File: src/sv/cpa_pkg.sv
// shared types, codes and defaults of the contiguous partition allocator
// no dependencies
package cpa_pkg;

	localparam int MAX_SEGMENTS_DFLT = 16;
	localparam int ADDRESS_BITS_DFLT = 16;

	localparam logic [15:0] RESET_MEMORY_TOP = 16'd1023;
	localparam logic [15:0] RESET_RSV_LENGTH = 16'd10;
	localparam logic [1:0]  RESET_FIT_MODE   = 2'd0;

	// configuration register indexes
	localparam logic [1:0] REG_FIT_MODE   = 2'd0;
	localparam logic [1:0] REG_MEMORY_TOP = 2'd1;
	localparam logic [1:0] REG_RSV_LENGTH = 2'd2;

	// fit modes, the unused code acts as first fit
	localparam logic [1:0] FIT_FIRST = 2'd0;
	localparam logic [1:0] FIT_BEST  = 2'd1;
	localparam logic [1:0] FIT_WORST = 2'd2;

	localparam logic KIND_ALLOC = 1'b0;
	localparam logic KIND_FREE  = 1'b1;

	typedef enum logic [1:0] {
		STAT_DONE      = 2'd0,
		STAT_NO_FIT    = 2'd1,
		STAT_FULL      = 2'd2,
		STAT_NOT_FOUND = 2'd3
	} status_t;

	typedef enum logic [2:0] {
		S_IDLE,
		S_SCAN,
		S_TAIL,
		S_SHIFT_UP,
		S_PLACE,
		S_SCAN_F,
		S_SHIFT_DN,
		S_DONE
	} state_t;

	typedef struct packed {
		logic        kind;
		logic [7:0]  job_id;
		logic [15:0] size;
	} req_t;

	typedef struct packed {
		status_t     status;
		logic [15:0] addr;
	} res_t;

	typedef struct packed {
		logic [1:0]  fit_mode;
		logic [15:0] mem_top;
		logic [15:0] rsv_len;
		logic        clear;
	} cfg_t;

endpackage

File: src/sv/cpa_engine.sv
// segment table memory and the sequencer that scans, shifts and places entries
// depends on cpa_pkg
module cpa_engine #(
	parameter int MAX_SEG = cpa_pkg::MAX_SEGMENTS_DFLT,
	parameter int AW      = cpa_pkg::ADDRESS_BITS_DFLT
) (
	input  logic          clk,
	input  logic          arst_n,
	input  cpa_pkg::cfg_t cfg,
	input  logic          req_valid,
	output logic          req_ready,
	input  cpa_pkg::req_t req,
	output logic          res_valid,
	input  logic          res_ready,
	output cpa_pkg::res_t res
);
	import cpa_pkg::*;

	localparam int CW = $clog2(MAX_SEG + 1);
	localparam int IW = $clog2(MAX_SEG);

	logic [7:0]    own_mem [MAX_SEG];
	logic [AW-1:0] sta_mem [MAX_SEG];
	logic [AW-1:0] len_mem [MAX_SEG];

	state_t        state_q, state_d;
	logic [CW-1:0] cnt_q, ptr_q, pos_q;
	logic          dflt_q, found_q;
	logic [AW:0]   gap_q, prev_end_q;
	logic [AW-1:0] at_q, size_q;
	logic [7:0]    id_q;
	logic          kind_q;
	status_t       status_q;

	logic          rd_vld_s1, rd_zero_s1;
	logic [CW-1:0] rd_idx_s1;
	logic [7:0]    rd_own_s1;
	logic [AW-1:0] rd_sta_s1, rd_len_s1;

	logic [31:0]   top_w, rsv_w, size_w;
	logic [AW:0]   top1;
	logic [AW-1:0] rsv_m, size_m;
	logic [7:0]    rd_own;
	logic [AW-1:0] rd_sta, rd_len;
	logic [AW:0]   end_s1;
	logic          last_s1, match_s1;

	logic          ev_en, ev_ok, take;
	logic [AW:0]   ev_end, ev_lim, ev_gap;
	logic [CW-1:0] ev_pos;

	logic          rd_en, wr_en;
	logic [CW-1:0] rd_ptr, wr_ptr, ptr_dec;
	logic [7:0]    wr_own;
	logic [AW-1:0] wr_sta, wr_len;
	logic          accept, empty;

	assign top_w  = 32'(cfg.mem_top);
	assign rsv_w  = 32'(cfg.rsv_len);
	assign size_w = 32'(req.size);
	assign top1   = {1'b0, top_w[AW-1:0]} + (AW+1)'(1);
	assign rsv_m  = rsv_w[AW-1:0];
	assign size_m = size_w[AW-1:0];

	// entry 0 reads as the reserved region until it is first overwritten
	assign rd_own   = rd_zero_s1 ? 8'd0 : rd_own_s1;
	assign rd_sta   = rd_zero_s1 ? '0 : rd_sta_s1;
	assign rd_len   = rd_zero_s1 ? rsv_m : rd_len_s1;
	assign end_s1   = {1'b0, rd_sta} + {1'b0, rd_len};
	assign last_s1  = rd_idx_s1 == cnt_q - 1'b1;
	assign match_s1 = rd_own == id_q;
	assign ptr_dec  = ptr_q - 1'b1;
	assign accept   = req_valid && req_ready;
	assign empty    = cnt_q == '0;

	// gap evaluation: inner gaps during the scan, tail gap afterwards
	always_comb begin
		ev_end = prev_end_q;
		ev_lim = {1'b0, rd_sta};
		ev_pos = rd_idx_s1;
		ev_en  = 1'b0;
		if (state_q == S_SCAN) begin
			ev_en = rd_vld_s1 && (rd_idx_s1 != '0);
		end else if (state_q == S_TAIL) begin
			ev_lim = top1;
			ev_pos = cnt_q;
			ev_en  = 1'b1;
		end
		ev_gap = ev_lim - ev_end;
		ev_ok  = ev_en && (ev_end < ev_lim) && (ev_gap >= {1'b0, size_q});
		take   = ev_ok && (!found_q
			|| ((cfg.fit_mode == FIT_BEST) && (ev_gap < gap_q))
			|| ((cfg.fit_mode == FIT_WORST) && (ev_gap > gap_q)));
	end

	// memory ports and handshake outputs
	always_comb begin
		rd_en  = 1'b0;
		rd_ptr = ptr_q;
		wr_en  = 1'b0;
		wr_ptr = rd_idx_s1;
		wr_own = rd_own;
		wr_sta = rd_sta;
		wr_len = rd_len;
		case (state_q)
			S_SCAN, S_SCAN_F, S_SHIFT_DN: begin
				rd_en = ptr_q < cnt_q;
				if (state_q == S_SHIFT_DN) begin
					wr_en  = rd_vld_s1;
					wr_ptr = rd_idx_s1 - 1'b1;
				end
			end
			S_SHIFT_UP: begin
				rd_en  = ptr_q > pos_q;
				rd_ptr = ptr_dec;
				wr_en  = rd_vld_s1;
				wr_ptr = rd_idx_s1 + 1'b1;
			end
			S_PLACE: begin
				wr_en  = 1'b1;
				wr_ptr = pos_q;
				wr_own = id_q;
				wr_sta = at_q;
				wr_len = size_q;
			end
			default: ;
		endcase
		req_ready = state_q == S_IDLE;
		res_valid = state_q == S_DONE;
	end

	always_comb begin
		state_d = state_q;
		case (state_q)
			S_IDLE: begin
				if (req_valid) begin
					if (req.kind == KIND_FREE) begin
						state_d = empty ? S_DONE : S_SCAN_F;
					end else if (size_m == '0 || cnt_q >= CW'(MAX_SEG)) begin
						state_d = S_DONE;
					end else if (empty) begin
						state_d = (top1 >= {1'b0, size_m}) ? S_SHIFT_UP : S_DONE;
					end else begin
						state_d = S_SCAN;
					end
				end
			end
			S_SCAN:     if (rd_vld_s1 && last_s1) state_d = S_TAIL;
			S_TAIL:     state_d = (found_q || take) ? S_SHIFT_UP : S_DONE;
			S_SHIFT_UP: if (!rd_en && !rd_vld_s1) state_d = S_PLACE;
			S_PLACE:    state_d = S_DONE;
			S_SCAN_F: begin
				if (rd_vld_s1) begin
					if (match_s1) state_d = S_SHIFT_DN;
					else if (last_s1) state_d = S_DONE;
				end
			end
			S_SHIFT_DN: if (!rd_en && !rd_vld_s1) state_d = S_DONE;
			S_DONE:     if (res_ready) state_d = S_IDLE;
			default:    state_d = S_IDLE;
		endcase
	end

	always_ff @(posedge clk) begin
		if (rd_en) begin
			rd_own_s1 <= own_mem[rd_ptr[IW-1:0]];
			rd_sta_s1 <= sta_mem[rd_ptr[IW-1:0]];
			rd_len_s1 <= len_mem[rd_ptr[IW-1:0]];
		end
		if (wr_en) begin
			own_mem[wr_ptr[IW-1:0]] <= wr_own;
			sta_mem[wr_ptr[IW-1:0]] <= wr_sta;
			len_mem[wr_ptr[IW-1:0]] <= wr_len;
		end
	end

	always_ff @(posedge clk or negedge arst_n) begin
		if (!arst_n) begin
			state_q    <= S_IDLE;
			cnt_q      <= CW'(1);
			dflt_q     <= 1'b1;
			rd_vld_s1  <= 1'b0;
			rd_zero_s1 <= 1'b0;
			rd_idx_s1  <= '0;
			ptr_q      <= '0;
			found_q    <= 1'b0;
		end else begin
			state_q    <= state_d;
			rd_vld_s1  <= rd_en;
			rd_zero_s1 <= rd_en && (rd_ptr == '0) && dflt_q;
			rd_idx_s1  <= rd_ptr;
			if (rd_en) begin
				ptr_q <= (state_q == S_SHIFT_UP) ? ptr_dec : ptr_q + 1'b1;
			end
			if (accept) begin
				ptr_q   <= '0;
				found_q <= (req.kind == KIND_ALLOC) && empty;
			end else if (take) begin
				found_q <= 1'b1;
			end
			if (state_q == S_TAIL) ptr_q <= cnt_q;
			if (wr_en && wr_ptr == '0) dflt_q <= 1'b0;
			if (state_q == S_PLACE) cnt_q <= cnt_q + 1'b1;
			if (state_q == S_SHIFT_DN && state_d == S_DONE) cnt_q <= cnt_q - 1'b1;
			if (cfg.clear) begin
				cnt_q  <= CW'(1);
				dflt_q <= 1'b1;
			end
		end
	end

	// payload registers
	always_ff @(posedge clk) begin
		if (accept) begin
			kind_q <= req.kind;
			id_q   <= req.job_id;
			size_q <= size_m;
			gap_q  <= '0;
			at_q   <= '0;
			pos_q  <= '0;
			if (req.kind == KIND_FREE) status_q <= STAT_NOT_FOUND;
			else if (size_m == '0) status_q <= STAT_NO_FIT;
			else if (cnt_q >= CW'(MAX_SEG)) status_q <= STAT_FULL;
			else if (empty && top1 >= {1'b0, size_m}) status_q <= STAT_DONE;
			else status_q <= STAT_NO_FIT;
		end
		if (take) begin
			gap_q <= ev_gap;
			at_q  <= ev_end[AW-1:0];
			pos_q <= ev_pos;
		end
		if (state_q == S_SCAN && rd_vld_s1) prev_end_q <= end_s1;
		if (state_q == S_TAIL && (found_q || take)) status_q <= STAT_DONE;
		if (state_q == S_SCAN_F && rd_vld_s1 && match_s1) status_q <= STAT_DONE;
	end

	logic [31:0] at_w;
	assign at_w       = 32'(at_q);
	assign res.status = status_q;
	assign res.addr   = (status_q == STAT_DONE && kind_q == KIND_ALLOC) ? at_w[15:0] : 16'd0;

endmodule

File: src/sv/contiguous_partition_allocator_unit.sv
// Contiguous partition allocator. One request is worked at a time. Its pace is
// set by the segment table, a single memory with one read and one write port,
// which is scanned one entry a cycle and then shifted one entry a cycle to
// insert or remove. A result waits in an output register while the next
// request is taken. A write of reserved_length empties the table back to the
// reserved region at once; the other registers are read while a request is
// worked, so a write to one of them also changes a request in progress.
// depends on cpa_pkg and cpa_engine
module contiguous_partition_allocator_unit #(
	parameter int MAX_SEGMENTS = cpa_pkg::MAX_SEGMENTS_DFLT,
	parameter int ADDRESS_BITS = cpa_pkg::ADDRESS_BITS_DFLT
) (
	input  logic        clk,
	input  logic        arst_n,
	input  logic        s_tvalid,
	output logic        s_tready,
	input  logic [23:0] s_tdata,   // job_id[7:0], request_size[23:8]
	input  logic [0:0]  s_tuser,   // kind[0]
	output logic        m_tvalid,
	input  logic        m_tready,
	output logic [15:0] m_tdata,   // start_address[15:0]
	output logic [1:0]  m_tuser,   // status[1:0]
	input  logic        cfg_valid,
	output logic        cfg_ready,
	input  logic [1:0]  cfg_index,
	input  logic [15:0] cfg_data
);
	import cpa_pkg::*;

	logic [1:0]  fit_q;
	logic [15:0] top_q, rsv_q;
	logic        cfg_wr;
	cfg_t        cfg;
	req_t        req;
	res_t        res;
	logic        res_valid, res_ready;

	assign cfg_ready = 1'b1;
	assign cfg_wr    = cfg_valid && cfg_ready;

	always_ff @(posedge clk or negedge arst_n) begin
		if (!arst_n) begin
			fit_q <= RESET_FIT_MODE;
			top_q <= RESET_MEMORY_TOP;
			rsv_q <= RESET_RSV_LENGTH;
		end else if (cfg_wr) begin
			case (cfg_index)
				REG_FIT_MODE:   fit_q <= cfg_data[1:0];
				REG_MEMORY_TOP: top_q <= cfg_data;
				REG_RSV_LENGTH: rsv_q <= cfg_data;
				default: ;
			endcase
		end
	end

	assign cfg.fit_mode = fit_q;
	assign cfg.mem_top  = top_q;
	assign cfg.rsv_len  = rsv_q;
	assign cfg.clear    = cfg_wr && (cfg_index == REG_RSV_LENGTH);

	assign req.kind   = s_tuser[0];
	assign req.job_id = s_tdata[7:0];
	assign req.size   = s_tdata[23:8];

	cpa_engine #(
		.MAX_SEG (MAX_SEGMENTS),
		.AW      (ADDRESS_BITS)
	) u_engine (
		.clk       (clk),
		.arst_n    (arst_n),
		.cfg       (cfg),
		.req_valid (s_tvalid),
		.req_ready (s_tready),
		.req       (req),
		.res_valid (res_valid),
		.res_ready (res_ready),
		.res       (res)
	);

	// output register parts the result beat from the engine
	assign res_ready = !m_tvalid || m_tready;

	always_ff @(posedge clk or negedge arst_n) begin
		if (!arst_n) begin
			m_tvalid <= 1'b0;
		end else if (res_ready) begin
			m_tvalid <= res_valid;
		end
	end

	always_ff @(posedge clk) begin
		if (res_valid && res_ready) begin
			m_tdata <= res.addr;
			m_tuser <= res.status;
		end
	end

endmodule

File: config.mk
export PLATFORM = sky130hd
export DESIGN_NAME = contiguous_partition_allocator_unit
export DESIGN_NICKNAME = d
export VERILOG_FILES = /design/src/sv/cpa_pkg.sv /design/src/sv/cpa_engine.sv /design/src/sv/contiguous_partition_allocator_unit.sv
export SDC_FILE = /design/constraint.sdc
export NUM_CORES = 1
export LEC_CHECK = 0
export BUFFER_PORTS_ARGS = -buffer_cell sky130_fd_sc_hd__buf_4
export CAP_MARGIN = 20
export CORE_ASPECT_RATIO = 1.5
export CORE_MARGIN = 2
export CORE_UTILIZATION = 45
export CTS_CLUSTER_DIAMETER = 50
export DETAILED_ROUTE_END_ITERATION = 8
export PLACE_DENSITY = 0.7
export SETUP_SLACK_MARGIN = 0.5
export SYNTH_ARGS = -nofsm -noshare
export SYNTH_HDL_FRONTEND = slang
export SYNTH_SLANG_ARGS = --single-unit
File: constraint.sdc
create_clock -name clk -period 8.1 [get_ports clk]
set_input_delay 0.405 -clock clk [delete_from_list [all_inputs] [get_ports clk]]
set_output_delay 0.405 -clock clk [all_outputs]
set_load 0.01 [all_outputs]
[Word level (Yosys, flattened, before mapping)]
Memories as Yosys holds them, arrays and structs flattened. A register that Yosys moved wholly into a read port is not among the register bits.
Cells that the tools add are included.
Operators by class
  bitwise operators: 2
  equality and inequality tests: 14
  muxes and demuxes: 56
  reduce and logical (&&, ||, !) cells: 48
  $add $sub $neg: 9
  order comparisons: 8
Operator list (count)
  16-bit 2-to-1 mux: 6
  17-bit 2-to-1 mux: 4
  5-bit 2-to-1 mux: 13
  3-bit 2-to-1 mux: 13
  17-bit by 16-bit >= comparator with 1-bit output: 2
  17-bit < comparator: 2
  3-bit one-hot mux with 8 select lines: 1
  1-bit logical AND: 22
  16-bit by 1-bit adder with 17-bit output (second input constant): 1
  16-bit by 16-bit adder with 17-bit output: 1
  17-bit greater-than comparator: 1
  17-bit subtractor: 1
  16-bit zero test: 1
  8-bit 2-to-1 mux: 2
  5-bit by 1-bit adder with 5-bit output (second input constant): 3
  3-bit equality test (second input constant): 5
  5-bit zero test: 3
  5-bit one-hot mux with 3 select lines: 1
  5-bit by 1-bit subtractor with 5-bit output (second input constant): 3
  1-bit 2-to-1 mux: 10
  8-bit equality test: 1
  2-bit 2-to-1 mux: 4
  3-bit by 2-bit equality test with 1-bit output (second input constant): 2
  2-bit AND reduction: 3
  19 further kinds: 32
Word-level totals
  bits in writable memories: 640
  word-level logic and storage cells: 162
  bits in registers: 157
  memories kept: 3
Memories
  u_engine.len_mem: depth 16, width 16, read ports 1, clocked after Yosys merged registers in 1, wr ports 1, line cpa_engine.sv:24  | logic [AW-1:0] len_mem [MAX_SEG];
  u_engine.sta_mem: depth 16, width 16, read ports 1, clocked after Yosys merged registers in 1, wr ports 1, line cpa_engine.sv:23  | logic [AW-1:0] sta_mem [MAX_SEG];
  u_engine.own_mem: depth 16, width 8, read ports 1, clocked after Yosys merged registers in 1, wr ports 1, line cpa_engine.sv:22  | logic [7:0] own_mem [MAX_SEG];

[Longest topological paths before layout]
Gate-level depths: netlist of run 1.
  depth after elaboration: 16
  gate-level depth with buffers: 26
  mapped depth without buffers: 25

[Cells and area by module]
Synthesis of run 1 repeated with hierarchy kept, for this count alone.
Unflattened totals
  cell total of the unflattened synthesis: 2313
  area total of the unflattened synthesis: 36455.0 µm²
Modules (own cells, without submodules)
  cpa_engine: times used 1, sequential area each 23415.0 µm², area an instance 34465.6 µm², cells each 2215
  contiguous_partition_allocator_unit: times used 1, sequential area each 1431.4 µm², area an instance 1989.4 µm², cells each 98

[Least setup slack after synthesis of run 1]
Ideal clock, no wire load.
  kind: register -> register
  start: register u_engine.state_q[0]
  end: register u_engine.at_q[0] (enable)
  data arrival time: 5.741 ns
  buffers on the path: 5
  setup time: 0.396 ns
  data required time: 7.704 ns
  stages on the path, launching flop included: 27
  period minus slack after synthesis: 6.137 ns
  path slack: 1.963 ns
  cell sequence: dfrtp_1 buf_2 buf_2 or2_2 clkbuf_1 clkbuf_1 nor2_1 a21oi_1 ha_1 fa_1 nand2b_1 a211oi_2 nor3_2 nor2_1 nor2_1 o21ai_0 xor2_1 ha_1 and4_1 nand3_1 nor2_1 o21a_1 o32ai_1 mux2i_1 o211ai_4 buf_6 nand2_1
Between the ends
  cells in the longest elaborated chain, start to end: 10
  elaborated cells on any way between the ends: 21
RTL lines
  start: declaration: line cpa_engine.sv:26  | state_t state_q, state_d;
  start signal: assignment: line cpa_engine.sv:188  | state_q <= state_d;
  3-bit by 2-bit equality test with 1-bit output: line cpa_engine.sv:84  | end else if (state_q == S_TAIL) begin
  17-bit 2-to-1 mux: line cpa_engine.sv:84
  17-bit 2-to-1 mux (*): line cpa_engine.sv:82  | if (state_q == S_SCAN) begin
  17-bit subtractor (*): line cpa_engine.sv:89  | ev_gap = ev_lim - ev_end;
  net u_engine.ev_gap[14]: line cpa_engine.sv:49  | logic [AW:0] ev_end, ev_lim, ev_gap;
  17-bit < comparator: line cpa_engine.sv:92  | || ((cfg.fit_mode == FIT_BEST) && (ev_gap < gap_q))
  1-bit logical AND: line cpa_engine.sv:92
  1-bit logical OR: line cpa_engine.sv:92
  1-bit logical OR: line cpa_engine.sv:93  | || ((cfg.fit_mode == FIT_WORST) && (ev_gap > gap_q)));
  1-bit logical AND (*): line cpa_engine.sv:91  | take = ev_ok && (!found_q
  2-bit nonzero test (no line) (*)
  end signal: assignment: line cpa_engine.sv:229  | at_q <= ev_end[AW-1:0];
  end: declaration: line cpa_engine.sv:30  | logic [AW-1:0] at_q, size_q;
Mark *: on every way through the listed nets, which the timed path passes. The rest lies on a longest branch.
A chain may end at the register's enable or synchronous reset.

[Worst setup path after layout of run 1]
  start: register u_engine.state_q[1]
  end: register u_engine.at_q[13] (enable)
Same word-level chain as after synthesis.

==> flow_summary_export.csv, run 1 <==
group,metric,value,unit
run_status,outcome,"finished, final reports clean",
synthesis,synthArstFlopShare,6.81,%
drt,drt_iter0_drc,2254,
placed_design,detailed_place_hpwl,57800,µm
layout,drive_above_1_share,19.8,%
placed_design,placed_area,38400,µm²
clocking,source_to_sink_clock_delay_at_the_later_pin_of_the_worst_skew_pair,640,ps
floorplanning,core,80100,µm²
drt,detail-route-antenna-nets,0,
critical_path,crit-reg2reg-capture,"u_engine.at_q[13]",
pwr,p_leak,14.6,nW
grt,via_count_of_the_first_global_routing_pass,21700,
synthesis,synth-edff-count,778,
synthesis,postSynth.topFlopCell,"edfxtp_1",
synthesis,yosysUniqueCellTypes,80,
critical_path,worst-r2r-cell-count,24,
layout,sequential_cell_area,24800,µm²
synthesis,synth.avg_cell_area,15.7,µm²
synthesis,synth.mux.area_fraction,11.6,%
pwr,p_per_area,436,nW/µm²
layout,layout.core_utilization,51.4,%
clocking,clkTransAtPathRegs,70,ps
layout,synthToLayoutAreaGrowth,13.0,%
layout,multiInputGateArea,11000,µm²
critical_path,regToRegStartpoint,"u_engine.state_q[1]",
critical_path,worst_path_max_delay_cell,"dfrtp_1",
layout,num-nets-final,2606,
synthesis,ys_ff_latch,837,
sta,grt_setup_unrepaired,"false",
drt,pre_antenna_drt_iters,6,
clocking,cts_repair_resize_count,0,
critical_path,path_max_fanout,26,
synthesis,mappedNetlistArea,36500,µm²
grt,global_route_wire_length_before_repair,140000,µm
synthesis,post-synth-top-count-cell,"edfxtp_1",
synthesis,seq_area_frac_synth,68.1,%
synthesis,postSynthNetCount,2472,
critical_path,worst_setup_path_start_kind,"flop",
synthesis,synthCells,2322,
sta,drv_slew,0,
worst_hold_path,holdPathStages,3,
clocking,cts.sinks,837,
floorplanning,initial_core_util,45.5,%
synthesis,ys.warnings.count,0,
clocking,cts_root_buf,"clkbuf_16",
pwr,max-vdd-ir-drop,345,µV
placed_design,finalWeightedCongestion,0.975,
synthesis,synth_top_cells_by_count,"778 x edfxtp_1, 353 x nand2_1, 159 x mux4_2, 100 x ha_1, 95 x inv_1",
critical_path,timing.critical_path.arrival,7350,ps
placed_design,dp_worst_setup_slack,1160,ps
floorplanning,die_y,353,µm
drt,post_drt_via_cell_ratio,5.93,
sta,final.setup.tns,0,ps
sta,min_period_over_period,86.4,%
clocking,cts_inserted_buffers,78,
worst_hold_path,worstHoldPathType,"in -> reg",
layout,stdcell_count,3544,
placed_design,dpl.cell_count,3368,
sta,timing.max_slew.rel_slack,27.0,%
floorplanning,die_w,236,µm
sta,tightestPinTransition,1100,ps
sta,finalWorstSetupSlack,1100,ps
synthesis,post_synth_fa_ha_maj_area_fraction,3.54,%
drt,wire_length_after_detailed_routing,94900,µm
clocking,cts_htree_levels,3,
synthesis,synth_compound_gate_area_share,4.75,%
critical_path,critical-path-top-cell-by-count,"nor2_1",
grt,gr-usage-all-layers,22.8,%
synthesis,yosys.area.top_type_share,64.1,%
drt,remaining_drc_errors,0,
clocking,postCtsSetupBuffers,0,
floorplanning,std_cell_rows,127,
layout,insertedDiodeCount,0,
grt,grt_start_max_net_pins,162,
sta,achievable-frequency,0.143,GHz
layout,fillerInstances,6421,
sta,final_hold_viol_count,0,
grt,grt_antenna_before_repair,0,
sta,largest_clock_skew_in_the_final_design,27.1,ps
sta,timing.final.setup_violations,0,
grt,grt_remaining_overflow,0,
synthesis,library_cell_occupying_the_most_area_in_the_post_synthesis_netlist,"edfxtp_1",
critical_path,max_stage_delay,820,ps
critical_path,worst_ep_required_time,8450,ps
clocking,clock_tree_from_tritoncts,"done",
run,drv.max_cap_violation_count,0,
floorplanning,fp.dieArea,83400,µm²
synthesis,main_combinational_cell_family_by_area_after_synthesis,"multiplexers",
critical_path,critical_path.cell_chain,"nand2_1, or2_2, nor2_1, a21oi_1, ha_1, fa_1, nand2b_1, a211oi_2, nor3_2, nor2_1, nor2_1, o21ai_0, xor2_1, ha_1, and4_1, nand3_1, nor2_1, o21a_1, o32ai_1, mux2i_1, buf_4, o211ai_4, nand2_1, buf_4",
clocking,max-clock-path-buffers,3,
critical_path,r2r_slack,1100,ps
critical_path,worstSetupEndpointType,"flop",
floorplanning,top_level_ports,69,
sta,final.min_clock_period,7000,ps
synthesis,synth-xor-area-share,1.51,%
worst_hold_path,min_to,"rsv_q[2]",
synthesis,post_synth_main_area_contributors,"edfxtp_1 64%, mux4_2 9.8%, nand2_1 3.6%",
drt,vias,21000,
worst_hold_path,worst_hold_startpoint,"cfg_data[2]",
critical_path,critical_path_class,"reg -> reg",
placed_design,placement.io_buffers,67,
layout,design_area,41200,µm²
synthesis,post_synth_simple_gate_area,8.16,%
drt,routed_wire_length_per_instance,26.8,µm
-- worst max-delay path by stage --
stage / start / end / slack [ps] / cells past startpoint
after floorplan: u_engine.state_q[0] / u_engine.at_q[0] / 1960 / 26
after global placement: u_engine.state_q[1] / u_engine.pos_q[4] / 1330 / 24
after detailed placement: u_engine.state_q[1] / u_engine.pos_q[3] / 1160 / 24
after CTS: u_engine.state_q[1] / u_engine.at_q[13] / 1140 / 24
after global routing: u_engine.state_q[1] / u_engine.at_q[13] / 590 / 24
final: u_engine.state_q[1] / u_engine.at_q[13] / 1100 / 24
-- logic make-up (layout without fill, tap and decap cells) --
| kind of cell | after synthesis | count (layout) |
|---|---|---|
| simple gates | 654 | 654 |
| flops | 837 | 837 |
| fa+ha+maj | 102 | 102 |
| other cells | 1 | 1 |
| compound gates | 249 | 249 |
| xor+xnor | 61 | 61 |
| buf+inv | 200 | 390 |
| mux | 218 | 218 |
-- layer usage --
metal / vias to the layer above / routed length [µm] / part of all wire [%] / GRT usage, %
li1: 9131 / - / - / -
met1: 10800 / 34700 / 37 / 27.3
met2: 867 / 49000 / 52 / 39.9
met3: 219 / 5820 / 6.1 / 3.08
met4: 0 / 5350 / 5.6 / 12.6
met5: - / 0 / 0 / 0
-- what timing repair did --
| item | in CTS | in global routing |
|---|---|---|
| endpoints found under the hold margin | 93 | 0 |
| hold buffers | 39 | 0 |
| endpoints found under the setup margin | 0 | 0 |
-- report_power, final --
part	switching (mW)	leakage, nW	internal (mW)
clock network	1.58	1.19	1.97
logic	4.77	5.67	2.98
registers	0.351	7.75	6.33
total	6.70	14.6	11.3
-- placed cells by master (no fill, tap or decap), types with 16 or more instances in the layout --
cell type	count
buf_4	114
nand3_1	24
xnor2_1	38
mux2_2	52
and2_1	22
o21ai_0	45
dfrtp_1	42
nor2b_1	27
clkbuf_16	79
xor2_1	20
ha_1	99
mux4_2	159
nand2_1	353
nand2b_1	20
a21o_1	17
a21oi_1	46
edfxtp_1	778
inv_1	95
dlygate4sd3_1	39
a31oi_1	46
nor3_1	18
nor2_1	76
nor2_4	16
and3_1	49
-- layout make-up --
cell class,instances,share of cell area (%)
Clock inverter,43,0.948
Multi-Input combinational cell,1285,26.6
Sequential cell,837,60.3
Clock buffer,93,4.95
Inverter,98,0.896
Tap cell,1032,3.13
Timing Repair Buffer,156,3.15
-- through the flow --
stage | hold slack [ps] | power (mW)
after floorplan | 109 | 12.0
after global placement | 452 | 14.2
after detailed placement | 452 | 14.5
after CTS | 1.41 | 18.0
after global routing | 25.1 | 18.9
final | 36.7 | 18.0
-- critical path, delay by kind of cell (launching register included) --
family	cells	cell delay (ps)
xor gates and xnor gates	1	350
buffers and inverters	2	620
AOI/OAI and AO/OA	6	1450
adders and majority gates	3	980
DFF	1	820
and+or+nand+nor	11	2330
muxes	1	120
-- sequential cells by signal, summed over array words and instances (netlist names), 3 cells and up --
name	count
u_engine.len_mem	256
u_engine.state_q	3
u_engine.rd_sta_s1	16
u_engine.rd_own_s1	8
top_q	16
u_engine.ptr_q	5
u_engine.pos_q	5
u_engine.at_q	16
u_engine.rd_idx_s1	5
u_engine.size_q	16
u_engine.ev_end	17
u_engine.id_q	8
u_engine.sta_mem	256
u_engine.gap_q	17
u_engine.cnt_q	5
rsv_q	16
u_engine.rd_len_s1	16
u_engine.own_mem	128
m_tdata	16
Note: power is estimated with default switching activity, not from simulation.
==> run 2, diff against run 1 <==
- CELL_PAD_IN_SITES_DETAIL_PLACEMENT: not set -> 0
- CELL_PAD_IN_SITES_GLOBAL_PLACEMENT: not set -> 2
- PLACE_DENSITY: 0.7 -> 0.86
- clock period: 8.1 -> 6.95 ns (I/O delays scaled with it)
==> flow_summary_export.csv, run 2 (same netlist as run 1, synthesis figures left out) <==
group,metric,value,unit
sta,min_period_over_period,88.8,%
clocking,clock_tree_from_tritoncts,"done",
worst_hold_path,worstHoldPathType,"in -> reg",
drt,post_drt_via_cell_ratio,5.89,
drt,detail-route-antenna-nets,0,
layout,layout.cells.most_common_list,"778 x edfxtp_1, 353 x nand2_1, 159 x mux4_2, 118 x buf_4, 99 x ha_1",
grt,grt_antenna_before_repair,0,
layout,num-nets-final,2616,
critical_path,worstSetupEndpointType,"flop",
run_status,outcome,"finished, final reports clean",
layout,final_common_cell,"edfxtp_1",
clocking,cts_htree_levels,3,
critical_path,worst_path_max_delay_cell,"or2_2",
worst_hold_path,min_to,"m_tvalid",
layout,drive_above_1_share,20.3,%
clocking,cts_inserted_buffers,77,
drt,vias,21000,
clocking,max-clock-path-buffers,3,
pwr,p_leak,14.7,nW
clocking,source_to_sink_clock_delay_at_the_later_pin_of_the_worst_skew_pair,640,ps
layout,synthToLayoutAreaGrowth,13.4,%
pwr,max-vdd-ir-drop,309,µV
sta,tightestPinTransition,1060,ps
grt,gr-usage-all-layers,23.3,%
critical_path,timing.critical_path.arrival,6500,ps
sta,final.setup.tns,0,ps
sta,timing.max_slew.rel_slack,29.1,%
critical_path,r2r_slack,780,ps
critical_path,worst_setup_path_start_kind,"flop",
drt,routed_wire_length_per_instance,27.3,µm
placed_design,placement.io_buffers,67,
clocking,cts_root_buf,"clkbuf_16",
sta,largest_clock_skew_in_the_final_design,26.8,ps
critical_path,critical-path-top-cell-by-count,"nor2_1",
floorplanning,top_level_ports,69,
drt,pre_antenna_drt_iters,8,
grt,grt_remaining_overflow,0,
critical_path,crit-reg2reg-capture,"u_engine.at_q[7]",
critical_path,worst-r2r-cell-count,25,
drt,wire_length_after_detailed_routing,97300,µm
critical_path,path_max_fanout,28,
clocking,clkTransAtPathRegs,60,ps
sta,achievable-frequency,0.162,GHz
layout,fillerInstances,6520,
placed_design,finalWeightedCongestion,0.904,
critical_path,max_stage_delay,460,ps
critical_path,critical_path_class,"reg -> reg",
floorplanning,fp.dieArea,83400,µm²
worst_hold_path,worst_hold_startpoint,"m_tready",
sta,grt_setup_unrepaired,"false",
floorplanning,initial_core_util,45.5,%
placed_design,detailed_place_hpwl,61900,µm
sta,final.min_clock_period,6170,ps
critical_path,regToRegStartpoint,"u_engine.state_q[2]",
grt,global_route_wire_length_before_repair,142000,µm
drt,remaining_drc_errors,0,
floorplanning,die_y,353,µm
layout,multiInputGateArea,11000,µm²
grt,via_count_of_the_first_global_routing_pass,21500,
pwr,p_per_area,509,nW/µm²
drt,drt_iter0_drc,2031,
sta,drv_slew,0,
run,drv.max_cap_violation_count,0,
clocking,cts.sinks,837,
floorplanning,core,80100,µm²
floorplanning,die_w,236,µm
floorplanning,std_cell_rows,127,
critical_path,worst_ep_required_time,7280,ps
sta,final_hold_viol_count,0,
placed_design,placed_area,38500,µm²
layout,design_area,41400,µm²
worst_hold_path,holdPathStages,3,
layout,sequential_cell_area,24800,µm²
sta,timing.final.setup_violations,0,
grt,grt_start_max_net_pins,98,
layout,insertedDiodeCount,0,
==> run 2: cell count changes in the layout (fill, tap and decap cells not counted), sizes merged <==
cell / previous run / this run
buf: 117 / 124
bufinv: 5 / 4
clkbuf: 93 / 88
clkinv: 29 / 40
clkinvlp: 2 / 5
dlygate4sd3: 39 / 42
inv: 105 / 102
o211ai: 8 / 9
==> run 2: per-layer routing <==
layer | wire [µm] | up-vias | global-route usage [%]
met5 | 0 | - | 0
met4 | 4600 | 0 | 10.8
met3 | 5400 | 191 | 2.85
met2 | 51300 | 790 | 41.9
met1 | 36000 | 10800 | 27.7
li1 | - | 9172 | -
==> run 2: worst max path at each step <==
stage                                    from                 to  slack, ps
final                     u_engine.state_q[2]   u_engine.at_q[7]        780
after CTS                 u_engine.state_q[2]  u_engine.gap_q[7]        710
after detailed placement  u_engine.state_q[2]   u_engine.at_q[7]        740
after global placement    u_engine.state_q[2]   u_engine.at_q[5]        910
after global routing      u_engine.state_q[2]  u_engine.gap_q[2]        510
after floorplan           u_engine.state_q[0]   u_engine.at_q[0]        810
==> run 2: stage by stage <==
stage / hold slack [ps] / std cells / power, mW / utilization [%] / setup WS [ps]
CTS: 35.4 / 3557 / 21.1 / 51.6 / 711
global placement: 447 / 3370 / 16.7 / 47.9 / 906
global route: 49.6 / 3560 / 22.2 / 51.6 / 511
finish: 70.2 / 3560 / 21.0 / 51.6 / 779
detailed placement: 454 / 3374 / 17.0 / 48.0 / 737
floorplan: 51.9 / 2322 / 14.0 / - / 813
==> run 2: power by group <==
group	total, mW	internal (mW)	switching (mW)
sequential	7.74	7.38	0.369
clock	4.14	2.24	1.90
combinational	9.16	3.50	5.66
total	21.0	13.1	7.93
==> run 2: cell type report <==
| class | instances | area share, % |
|---|---|---|
| clock buffers | 88 | 4.81 |
| clock inverters | 53 | 1.10 |
| well taps | 1032 | 3.12 |
| inverters | 98 | 0.892 |
| repair buffers | 166 | 3.42 |
| multi-input cells | 1286 | 26.6 |
| flip-flops and latches | 837 | 60.1 |
==> run 2: timing repair <==
item                       in CTS  in global routing
hold endpoints to repair      102                  0
gates resized for setup         0                  4
hold buffers                   42                  0
setup buffers                   0                  2
setup endpoints to repair       0                 38
==> run 2: critical path, delay by kind of cell (launching register included) <==
family	cells	cell delay, ps
AOI/OAI and AO/OA	6	1320
buffers and inverters	3	560
xor gates and xnor gates	1	320
muxes	1	400
adders and majority gates	3	1000
DFF	1	360
and+or+nand+nor	11	1880
